**src/design/mvd_pkg.sv**
```systemverilog
// shared types and constants for the 16-bit mov decoder
// no dependencies; every other file imports this package
`default_nettype none

package mvd_pkg;

   // opcode classification
   localparam logic [3:0] IMM_OPCODE_HIGH = 4'hB;
   localparam logic [5:0] MOV_RM_OPCODE   = 6'h22;
   localparam logic [2:0] DIRECT_RM       = 3'd6;
   localparam logic [1:0] MOD_REGISTER    = 2'd3;
   localparam logic [1:0] MOD_MEMORY      = 2'd0;
   localparam logic [1:0] MOD_DISP8       = 2'd1;
   localparam logic [1:0] MOD_DISP16      = 2'd2;

   // instruction lengths
   localparam logic [2:0] LEN_ONE   = 3'd1;
   localparam logic [2:0] LEN_TWO   = 3'd2;
   localparam logic [2:0] LEN_THREE = 3'd3;
   localparam logic [2:0] LEN_FOUR  = 3'd4;

   typedef enum logic [1:0] {
      FORM_RM          = 2'd0,
      FORM_IMM         = 2'd1,
      FORM_UNSUPPORTED = 2'd2
   } form_type;

   typedef struct packed {
      logic [7:0] code_byte;
   } req_payload_type;

   typedef struct packed {
      form_type           form;
      logic               to_register;
      logic               wide;
      logic [1:0]         mode;
      logic [2:0]         reg_index;
      logic [2:0]         rm_index;
      logic               direct_address;
      logic signed [15:0] displacement;
      logic [15:0]        immediate;
      logic [2:0]         length;
   } rsp_payload_type;

endpackage

`default_nettype wire

```
**src/design/mvd_if.sv**
```systemverilog
// valid/ready channel interfaces for code bytes and decoded results
// depends on mvd_pkg for the payload types
`default_nettype none

interface mvd_req_if;
   import mvd_pkg::*;

   logic            valid;
   logic            ready;
   req_payload_type payload;

   modport source (output valid, output payload, input ready);
   modport sink   (input valid, input payload, output ready);
endinterface

interface mvd_rsp_if;
   import mvd_pkg::*;

   logic            valid;
   logic            ready;
   rsp_payload_type payload;

   modport source (output valid, output payload, input ready);
   modport sink   (input valid, input payload, output ready);
endinterface

`default_nettype wire

```
**src/design/mvd_decode.sv**
```systemverilog
// byte phase tracking and field decode for the mov forms
// depends on mvd_pkg; produces at most one result per accepted byte
`default_nettype none

module mvd_decode (
   input  wire logic                     clock,
   input  wire logic                     reset,
   input  wire logic                     accept,
   input  wire logic [7:0]               code_byte,
   output logic                          result_valid,
   output mvd_pkg::rsp_payload_type      result
);
   import mvd_pkg::*;

   typedef enum logic [1:0] {
      PHASE_OPCODE = 2'd0,
      PHASE_FIRST  = 2'd1,
      PHASE_SECOND = 2'd2,
      PHASE_THIRD  = 2'd3
   } phase_type;

   phase_type  phase_ff, phase_in;
   logic [7:0] opcode_ff, opcode_in;
   logic [7:0] modrm_ff, modrm_in;
   logic [7:0] low_ff, low_in;

   logic            imm_latched;
   logic [7:0]      modrm_sel;
   logic [1:0]      sel_mode;
   logic [2:0]      sel_rm;
   rsp_payload_type rm_fields;
   rsp_payload_type imm_fields;
   rsp_payload_type bad_fields;

   assign imm_latched = (opcode_ff[7:4] == IMM_OPCODE_HIGH);
   // in the modrm phase the fields come straight from the byte
   assign modrm_sel   = (phase_ff == PHASE_FIRST) ? code_byte : modrm_ff;
   assign sel_mode    = modrm_sel[7:6];
   assign sel_rm      = modrm_sel[2:0];

   always_comb begin
      bad_fields      = '0;
      bad_fields.form = FORM_UNSUPPORTED;
      bad_fields.length = LEN_ONE;

      rm_fields                = '0;
      rm_fields.form           = FORM_RM;
      rm_fields.to_register    = opcode_ff[1];
      rm_fields.wide           = opcode_ff[0];
      rm_fields.mode           = sel_mode;
      rm_fields.reg_index      = modrm_sel[5:3];
      rm_fields.rm_index       = sel_rm;
      rm_fields.direct_address = (sel_mode == MOD_MEMORY) && (sel_rm == DIRECT_RM);

      imm_fields             = '0;
      imm_fields.form        = FORM_IMM;
      imm_fields.to_register = 1'b1;
      imm_fields.wide        = opcode_ff[3];
      imm_fields.reg_index   = opcode_ff[2:0];

      phase_in     = phase_ff;
      opcode_in    = opcode_ff;
      modrm_in     = modrm_ff;
      low_in       = low_ff;
      result_valid = 1'b0;
      result       = bad_fields;

      if (accept) begin
         unique case (phase_ff)
            PHASE_OPCODE: begin
               opcode_in = code_byte;
               if ((code_byte[7:4] == IMM_OPCODE_HIGH) || (code_byte[7:2] == MOV_RM_OPCODE)) begin
                  phase_in = PHASE_FIRST;
               end else begin
                  result_valid = 1'b1;
                  result       = bad_fields;
               end
            end
            PHASE_FIRST: begin
               if (imm_latched) begin
                  if (!opcode_ff[3]) begin
                     result_valid         = 1'b1;
                     result               = imm_fields;
                     result.immediate     = {8'h00, code_byte};
                     result.length        = LEN_TWO;
                     phase_in             = PHASE_OPCODE;
                  end else begin
                     low_in   = code_byte;
                     phase_in = PHASE_SECOND;
                  end
               end else begin
                  modrm_in = code_byte;
                  if ((sel_mode == MOD_REGISTER) ||
                      ((sel_mode == MOD_MEMORY) && (sel_rm != DIRECT_RM))) begin
                     result_valid  = 1'b1;
                     result        = rm_fields;
                     result.length = LEN_TWO;
                     phase_in      = PHASE_OPCODE;
                  end else begin
                     phase_in = PHASE_SECOND;
                  end
               end
            end
            PHASE_SECOND: begin
               if (imm_latched) begin
                  result_valid     = 1'b1;
                  result           = imm_fields;
                  result.immediate = {code_byte, low_ff};
                  result.length    = LEN_THREE;
                  phase_in         = PHASE_OPCODE;
               end else if (modrm_ff[7:6] == MOD_DISP8) begin
                  // short displacement is zero-extended
                  result_valid        = 1'b1;
                  result              = rm_fields;
                  result.displacement = $signed({8'h00, code_byte});
                  result.length       = LEN_THREE;
                  phase_in            = PHASE_OPCODE;
               end else begin
                  low_in   = code_byte;
                  phase_in = PHASE_THIRD;
               end
            end
            PHASE_THIRD: begin
               result_valid        = 1'b1;
               result              = rm_fields;
               result.displacement = $signed({code_byte, low_ff});
               result.length       = LEN_FOUR;
               phase_in            = PHASE_OPCODE;
            end
            default: begin
               phase_in = PHASE_OPCODE;
            end
         endcase
      end
   end

   always_ff @(posedge clock) begin
      if (reset) begin
         phase_ff  <= PHASE_OPCODE;
         opcode_ff <= '0;
         modrm_ff  <= '0;
         low_ff    <= '0;
      end else begin
         phase_ff  <= phase_in;
         opcode_ff <= opcode_in;
         modrm_ff  <= modrm_in;
         low_ff    <= low_in;
      end
   end

endmodule

`default_nettype wire

```
**src/design/mvd_out_buf.sv**
```systemverilog
// result register with a skid entry behind it
// depends on mvd_pkg for the result payload type
`default_nettype none

module mvd_out_buf (
   input  wire logic                     clock,
   input  wire logic                     reset,
   input  wire logic                     push,
   input  wire mvd_pkg::rsp_payload_type push_data,
   output logic                          can_push,
   output logic                          out_valid,
   input  wire logic                     out_ready,
   output mvd_pkg::rsp_payload_type      out_data
);
   import mvd_pkg::*;

   logic            main_valid_ff, main_valid_in;
   logic            skid_valid_ff, skid_valid_in;
   rsp_payload_type main_ff, main_in;
   rsp_payload_type skid_ff, skid_in;
   logic            main_free;

   assign main_free = !main_valid_ff || out_ready;
   assign can_push  = !skid_valid_ff;
   assign out_valid = main_valid_ff;
   assign out_data  = main_ff;

   always_comb begin
      main_valid_in = main_valid_ff;
      skid_valid_in = skid_valid_ff;
      main_in       = main_ff;
      skid_in       = skid_ff;
      if (main_free) begin
         if (skid_valid_ff) begin
            // no push can arrive while the skid entry is full
            main_in       = skid_ff;
            main_valid_in = 1'b1;
            skid_valid_in = 1'b0;
         end else begin
            main_in       = push_data;
            main_valid_in = push;
         end
      end else if (push) begin
         skid_in       = push_data;
         skid_valid_in = 1'b1;
      end
   end

   always_ff @(posedge clock) begin
      if (reset) begin
         main_valid_ff <= 1'b0;
         skid_valid_ff <= 1'b0;
      end else begin
         main_valid_ff <= main_valid_in;
         skid_valid_ff <= skid_valid_in;
      end
      main_ff <= main_in;
      skid_ff <= skid_in;
   end

endmodule

`default_nettype wire

```
**src/design/x86_mov_decoder.sv**
```systemverilog
// top level of the byte-serial 16-bit mov decoder
// depends on mvd_pkg, mvd_if, mvd_decode and mvd_out_buf
//
//   channel | dir | payload                         | when
//   req     | in  | code_byte                       | every byte of the stream
//   rsp     | out | decoded fields and length       | last byte of an instruction
//
// a code byte is taken every cycle that req.ready is high; results are registered
// instructions are 1 to 4 bytes, so at most one result per accepted byte
// a stalled result sits in the output register, a second one in the skid entry;
// req.ready drops only while the skid entry is full
// reset returns the decoder to awaiting an opcode and empties the output stage
`default_nettype none

module x86_mov_decoder (
   input wire logic clock,
   input wire logic reset,
   mvd_req_if.sink  req,
   mvd_rsp_if.source rsp
);
   import mvd_pkg::*;

   logic            accept;
   logic            dec_valid;
   logic            can_push;
   rsp_payload_type dec_result;

   assign req.ready = can_push;
   assign accept    = req.valid && can_push;

   mvd_decode u_decode (
      .clock        (clock),
      .reset        (reset),
      .accept       (accept),
      .code_byte    (req.payload.code_byte),
      .result_valid (dec_valid),
      .result       (dec_result)
   );

   mvd_out_buf u_out_buf (
      .clock     (clock),
      .reset     (reset),
      .push      (dec_valid),
      .push_data (dec_result),
      .can_push  (can_push),
      .out_valid (rsp.valid),
      .out_ready (rsp.ready),
      .out_data  (rsp.payload)
   );

   // a result is only produced by an accepted byte
   a_result_needs_accept: assert property (@(posedge clock) disable iff (reset)
      dec_valid |-> (req.valid && req.ready))
      else $error("decode result without an accepted item");

   // output stage is empty after reset, so bytes are taken at once
   a_ready_after_reset: assert property (@(posedge clock)
      reset |=> req.ready)
      else $error("not ready after reset");

   a_unsupported_length: assert property (@(posedge clock) disable iff (reset)
      (rsp.valid && (rsp.payload.form == FORM_UNSUPPORTED)) |->
      (rsp.payload.length == LEN_ONE))
      else $error("unsupported opcode with wrong length");

   a_imm_length: assert property (@(posedge clock) disable iff (reset)
      (rsp.valid && (rsp.payload.form == FORM_IMM)) |->
      (rsp.payload.length == (rsp.payload.wide ? LEN_THREE : LEN_TWO)))
      else $error("immediate form length does not match width");

endmodule

`default_nettype wire

```
**src/flat_wrapper.sv**
```systemverilog
// flat-port wrapper written by rule: the top's interface ports become plain ports
module x86_mov_decoder_flat import mvd_pkg::*;
  (clock, reset, req_valid, req_payload, req_ready, rsp_valid, rsp_payload, rsp_ready);
  mvd_req_if req_i ();
  mvd_rsp_if rsp_i ();
  input wire logic clock;
  input wire logic reset;
  input wire logic [$bits(req_i.valid)-1:0] req_valid;
  input wire logic [$bits(req_i.payload)-1:0] req_payload;
  output wire logic [$bits(req_i.ready)-1:0] req_ready;
  output wire logic [$bits(rsp_i.valid)-1:0] rsp_valid;
  output wire logic [$bits(rsp_i.payload)-1:0] rsp_payload;
  input wire logic [$bits(rsp_i.ready)-1:0] rsp_ready;
  assign req_i.valid = req_valid;
  assign req_i.payload = req_payload;
  assign req_ready = req_i.ready;
  assign rsp_valid = rsp_i.valid;
  assign rsp_payload = rsp_i.payload;
  assign rsp_i.ready = rsp_ready;
  x86_mov_decoder u_core (.clock(clock), .reset(reset), .req(req_i), .rsp(rsp_i));
endmodule
```
**config.mk**
```make
export PLATFORM = sky130hd
export DESIGN_NAME = x86_mov_decoder_flat
export DESIGN_NICKNAME = d
export VERILOG_FILES = /design/src/design/mvd_pkg.sv /design/src/design/mvd_if.sv /design/src/design/mvd_decode.sv /design/src/design/mvd_out_buf.sv /design/src/design/x86_mov_decoder.sv /design/src/flat_wrapper.sv
export SDC_FILE = /design/constraint.sdc
export NUM_CORES = 1
export LEC_CHECK = 0
export BUFFER_PORTS_ARGS = -buffer_cell sky130_fd_sc_hd__buf_2
export CORE_MARGIN = 3
export CORE_UTILIZATION = 35
export DETAILED_ROUTE_END_ITERATION = 8
export PLACE_DENSITY = 0.61
export SLEW_MARGIN = 20
export SYNTH_ARGS = -nofsm -noshare
export SYNTH_HDL_FRONTEND = slang
export SYNTH_SLANG_ARGS = --single-unit
```
**constraint.sdc**
```tcl
create_clock -name clock -period 6.3 [get_ports clock]
set_input_delay 0.945 -clock clock [delete_from_list [all_inputs] [get_ports clock]]
set_output_delay 0.945 -clock clock [all_outputs]
set_load 0.01 [all_outputs]
```
* After elaboration in Yosys (flattened, before gate mapping)
Index checks and enable logic that the tools add are counted.
** Storage, ports and cells
- Output and inout bits :: 50
- Flip-flop bits (word level) :: 124
- Logic and storage cells :: 90
- Input port bits :: 12
** Operators by class
- Bitwise gates (word level) :: 2
- Muxes and demuxes :: 30
- Equal/unequal tests :: 15
- Reduce and logical (&&, ||, !) cells :: 17
** Operator list (number)
- $mux W48 :: 7
- $pmux W48 S4 :: 1
- $mux W8 :: 5
- $pmux W8 S2 :: 1
- $mux W2 :: 6
- $ne A2 B2 Y1 const B :: 5
- $eq A4 B4 Y1 const B :: 2
- $mux W1 :: 8
- $pmux W2 S4 :: 1
- $eq A2 B2 Y1 const B :: 3
- $eq A6 B6 Y1 const B :: 1
- $reduce_and A2 Y1 :: 3
- $reduce_and A6 Y1 :: 1
- $eq A2 B1 Y1 const B :: 2
- $logic_not A2 Y1 :: 2
- $pmux W1 S4 :: 1
- $eq A3 B3 Y1 const B :: 1
- $logic_and A1 B1 Y1 :: 3
- $logic_or A1 B1 Y1 :: 3
- $ne A3 B3 Y1 const B :: 1
- $reduce_and A3 Y1 :: 1
- $logic_not A1 Y1 :: 2
- $not A1 Y1 :: 2
- $reduce_bool A2 Y1 :: 1
- $reduce_or A2 Y1 :: 1

* Depth between registers and ports, before layout
- Depth in word-level cells :: 10
- Mapped depth :: 8
- Depth with buffers taken out :: 5

* By module
From an unflattened synthesis, not the netlist that was laid out.
** Unflattened totals
- Cells, all modules :: 410
- Area total of the unflattened synthesis :: 5625.4 um^2
** Modules (own cells, without submodules)
- mvd_out_buf :: area each 3786.1 um^2, cells each 159, seq. area each 2922.8 um^2, instances 1
- mvd_decode :: area each 1833.0 um^2, cells each 250, seq. area each 520.5 um^2, instances 1
- x86_mov_decoder :: area each 6.3 um^2, cells each 1, seq. area each 0.0 um^2, instances 1

* Least setup slack after synthesis
No wires, ideal clock.
- Kind :: input port to flip-flop
- Start :: in rsp_ready
- End :: reg u_core.u_out_buf.skid_ff[0] in the netlist's numbering (enable)
- Stages :: 2
- Slack :: 1.174 ns
- Path buffers :: 0
- Arrival time :: 4.656 ns
- Data required time :: 5.831 ns
- Setup time :: 0.469 ns
- Cells stage by stage :: nand2b_1 > a21oi_1
** Between the ends
- Word-level cells in the longest chain between the ends :: 3
** RTL lines
- from (decl) :: RTL line flat_wrapper.sv:13 : input wire logic [$bits(rsp_i.ready)-1:0] rsp_ready;
- $logic_or A1 B1 Y1 :: RTL line mvd_out_buf.sv:23 : assign main_free = !main_valid_ff || out_ready;
- $not A1 Y1 (no line)
- $reduce_and A2 Y1 (no line)
- to (signal assigned) :: RTL line mvd_out_buf.sv:58 : skid_ff <= skid_in;
- to (decl) :: RTL line mvd_out_buf.sv:20 : rsp_payload_type skid_ff, skid_in;
Every way passes these cells.
A chain may end at the register's enable or synchronous reset.

* Final worst setup path
- Start :: reg u_core.u_decode.phase_ff[0]
- End :: reg u_core.u_out_buf.skid_ff[12] in the netlist's numbering (enable)
** Between the ends
- Word-level cells in the longest chain between the ends :: 10
- Elaborated cells between the ends (all ways) :: 15
- Classes of those cells :: 5 x eq/ne; 5 x mux; 5 x reduce/logical
** RTL lines
- from (decl) :: RTL line mvd_decode.sv:22 : phase_type phase_ff, phase_in;
- from (signal assigned) :: RTL line mvd_decode.sv:144 : phase_ff <= phase_in;
- $eq A2 B1 Y1 :: RTL line mvd_decode.sv:37, mvd_decode.sv:69
- $mux W8 :: RTL line mvd_decode.sv:37 : assign modrm_sel = (phase_ff == PHASE_FIRST) ? code_byte : modrm_ff;
- $ne A3 B3 Y1 or $logic_not A2 Y1 (tied branches) :: RTL line mvd_decode.sv:94 : ((sel_mode == MOD_MEMORY) && (sel_rm != DIRECT_RM))) begin
- $logic_and A1 B1 Y1 :: RTL line mvd_decode.sv:94
- $logic_or A1 B1 Y1 :: RTL line mvd_decode.sv:93 : if ((sel_mode == MOD_REGISTER) ||
- $mux W1 :: RTL line mvd_decode.sv:93
- $mux W1 :: RTL line mvd_decode.sv:80 : if (imm_latched) begin
- $pmux W1 S4 * :: RTL line mvd_decode.sv:69 : unique case (phase_ff)
- $mux W1 * :: RTL line mvd_decode.sv:68 : if (accept) begin
- $reduce_and A2 Y1 (no line) *
Mark *: on every way between the ends. The rest lies on a longest branch, timed or not.

==> metrics.md <==
| Metric | Value |
|---|---|
| Worst Skew | `roughly 0.010 ns` |
| Tmin final | `roughly 3.4 ns` |
| Number of synthesized flops with an enable pin | `96` |
| Clock Sinks | `124` |
| Predominant post-synthesis flop cell | `edfxtp_1` |
| Hold violation count in the final report | `0` |
| Routed wl met2 | `5.52 mm` |
| Power Density | `316 nW/um^2` |
| Hold_buf cts | `0` |
| Cell count of the worst reg-to-reg path | `6` |
| Critical path class | `reg -> reg` |
| Nature of the critical path endpoint | `flop` |
| CP top delay family | `simple AND/OR/NAND/NOR gates` |
| Hold Path End | `u_core.u_decode.opcode_ff[6]$_SDFFE_PP0P_` |
| Die width | `129 um` |
| Hpwl dp | `7.78 mm` |
| Clock Latency Late Sink | `a little over 0.4 ns` |
| Arr. time, crit path | `3.46 ns` |
| Slew headroom | `0.540` |
| Nets@finish | `480` |
| Worst R2R Setup Slack | `2.93 ns` |
| Synth Register Bits | `124` |
| Post-synthesis xor/xnor area fraction | `0.00166` |
| Synth area leaders | `edfxtp_1 55%, dfxtp_1 11%, a21o_1 6.6%` |
| DRT Pass-1 Iters | `7` |
| Dominant combinational cell family by area after synthesis | `compound AO/OA/AOI/OAI gates` |
| CTS HTree Levels | `4` |
| IO Pins | `62` |
| Fin crit share | `0.534` |
| Share of the synthesized area in the top cell type | `0.548` |
| Root Driver | `clkbuf_16` |
| Hold Path Cell Cnt | `2` |
| Fillers | `1368` |
| Final GP Congestion | `0.954` |
| Top-count cell post-synth | `edfxtp_1` |
| Area Overhead vs Synth | `18.4%` |
| VDD IR-drop max | `0.187 mV` |
| Multiplexer area fraction after synthesis | `0.0345` |
| Hold path start | `u_core.u_decode.opcode_ff[6]$_SDFFE_PP0P_` |
| Fmax achieved | `about 0.30 GHz` |
| DRC violation count after routing | `0` |
| Clk buf depth | `2` |
| Synth Area in Simple Gates | `0.118` |
| Max-cap violations | `0` |
| Syn Nets | `around 430` |
| Top Metal Used | `met4` |
| Share of cells above drive strength 1 | `0.227` |
| Number of global-route vias before repair | `3571` |
| YS warnings | `0` |
| CP Launch Type | `flop` |
| Routed vias/inst | `5.27` |
| Drt initial violations | `350` |
| WL final | `11.8 mm` |
| Crit path buf inv count | `1` |
| CP max stage cell | `dfxtp_1` |
| Largest net degree at the start of global routing | `52` |
| Max Slew Vio Count | `0` |
| Finished Layout Cells | `665` |
| First-pass GRT wire length | `~19 mm` |
| Initial Util | `0.359` |
| Crit-path max FO | `32` |
| P_leak | `2.81 nW` |
| Crit. Startpoint | `u_core.u_decode.phase_ff[0]$_SDFFE_PP0P_` |
| Total core area | `14600 um^2` |
| Row count | `44` |
| CTS resizes | `0` |
| Via Count | `around 3500` |
| Mapped cell area | `~5300 um^2` |
| GRT overflow | `0` |
| Cell taking the most area after synthesis | `edfxtp_1` |
| FF-to-FF Start | `u_core.u_decode.phase_ff[0]$_SDFFE_PP0P_` |
| IO buf count | `61` |
| CTS tree | `yes` |
| Total global-route track usage | `0.148` |
| Setup TNS | `0 ns` |
| Cells after synthesis | `414` |
| DRT antenna net count | `0` |
| Clock transition at path regs | `0.06 ns` |
| Syn Area/Cell | `12.7 um^2` |
| Diode count | `0` |
| Die span in y | `roughly 130 um` |
| Status | `finished clean` |
| Worst slew pin tran | `0.690 ns` |
| Die footprint | `16500 um^2` |
| Post-Synth Adder-Cell Area | `0` |
| DRT met1 WL | `5.24 mm` |
| Compound-Gate Fraction of Synth Area | `0.147` |
| RSZ-0062 raised after global routing | `no` |
| Yosys cell types | `52` |
| Sequential area share after synthesis | `0.654` |
| WL per Instance | `between 15 and 20 um` |
| CTS Buf Count | `17` |
| Post-synth ARST share | `0` |
| Hold/Removal Path Class | `reg -> reg` |
| Critical path depth | `6` |
| FF-to-FF End | `u_core.u_out_buf.skid_ff[12]$_DFFE_PP_` |
| Top cells by count, synth | `96 x edfxtp_1, 46 x a21o_1, 40 x nor2_1` |
| Worst path cell trace | `nor2b_1 > o2111ai_2 > and3_2 > or2_1 > a21oi_4 > buf_12` |
| Initial antenna violation count | `0` |
| Worst path required time | `6.40 ns` |
| Routed wl met3 | `604 um` |
| Postcts setup bufs | `0` |
| Final setup vio count | `0` |
| Slowest Stage Delay on Critical Path | `0.74 ns` |
| Placed insts | `633` |
layout make-up:
cell class	count	area, um^2	share of cell area
Multi-Input combinational cell	252	1600	0.257
Clock buffer	17	425	0.0683
Sequential cell	124	3440	0.553
Tap cell	184	230	0.0370
Timing Repair Buffer	66	355	0.0570
Clock inverter	15	149	0.0239
Inverter	7	26.3	0.00422
flip-flops by register name, indices dropped and copies added (netlist names):
register	flops
u_core.u_out_buf.out_data	48
u_core.u_decode.low_ff	8
u_core.u_out_buf.skid_ff	48
u_core.u_out_buf.skid_valid_ff	1
u_core.u_decode.phase_ff	2
u_core.u_out_buf.out_valid	1
u_core.u_decode.modrm_ff	8
u_core.u_decode.opcode_ff	8
worst register-to-register path, stage by stage, from the launching register on:
cell,delay (ns)
dfxtp_1,0.74
nor2b_1,0.58
o2111ai_2,0.31
and3_2,0.28
or2_1,0.28
a21oi_4,0.55
buf_12,0.29
metal layers:
metal  GRT usage  up-vias
met5           0        -
met4      0.0828        0
met3      0.0419       32
met2       0.226      116
met1       0.189     1712
li1            -     1645
worst max path at each step:
stage                     slack (ns)                                endpoint
after floorplan                 1.17   u_core.u_out_buf.skid_ff[0]$_DFFE_PP_
after global placement          3.01  u_core.u_out_buf.skid_ff[12]$_DFFE_PP_
after detailed placement        2.91  u_core.u_out_buf.skid_ff[28]$_DFFE_PP_
after CTS                       2.95  u_core.u_out_buf.skid_ff[12]$_DFFE_PP_
after global routing            2.72  u_core.u_out_buf.skid_ff[28]$_DFFE_PP_
final                           2.93  u_core.u_out_buf.skid_ff[12]$_DFFE_PP_
report_power, final:
| group | internal, mW | switching (mW) | leakage, nW |
|---|---|---|---|
| registers | 0.911 | 0.0158 | 1.20 |
| logic | 0.0366 | 0.0727 | 1.34 |
| clock network | 0.580 | 0.354 | 0.274 |
stage by stage:
stage	util	worst slack [ns]	power, mW	hold slack (ns)	instance area [um^2]
final	0.425	2.93	1.97	0.471	6230
after global routing	0.425	2.72	2.04	0.506	6230
after CTS	0.425	2.95	1.99	0.471	6230
after detailed placement	0.386	2.91	1.05	0.463	5650
after global placement	0.386	3.01	1.05	0.448	5650
after floorplan	-	1.17	1.01	0.440	5260
cells in the final DEF, fill, tap and decap left out, types with 5 or more instances in the layout:
cell type	synthesis	layout
nand2_1	37	37
clkbuf_16	0	17
dfxtp_1	28	28
a22oi_1	11	11
nor2_1	40	39
nor3_1	5	5
o21ai_0	10	9
a21o_1	46	46
a21oi_1	17	16
inv_1	7	7
and3_1	16	16
edfxtp_1	96	96
mux2i_1	17	17
buf_2	6	61
logic make-up (layout without fill, tap and decap cells):
logic type / count (synthesis) / after routing
mux: 18 / 18
xor+xnor: 1 / 1
flops: 124 / 124
buf+inv: 38 / 105
compound gates: 108 / 108
simple gates: 125 / 125
No activity file was read; power rests on OpenSTA's default activity.
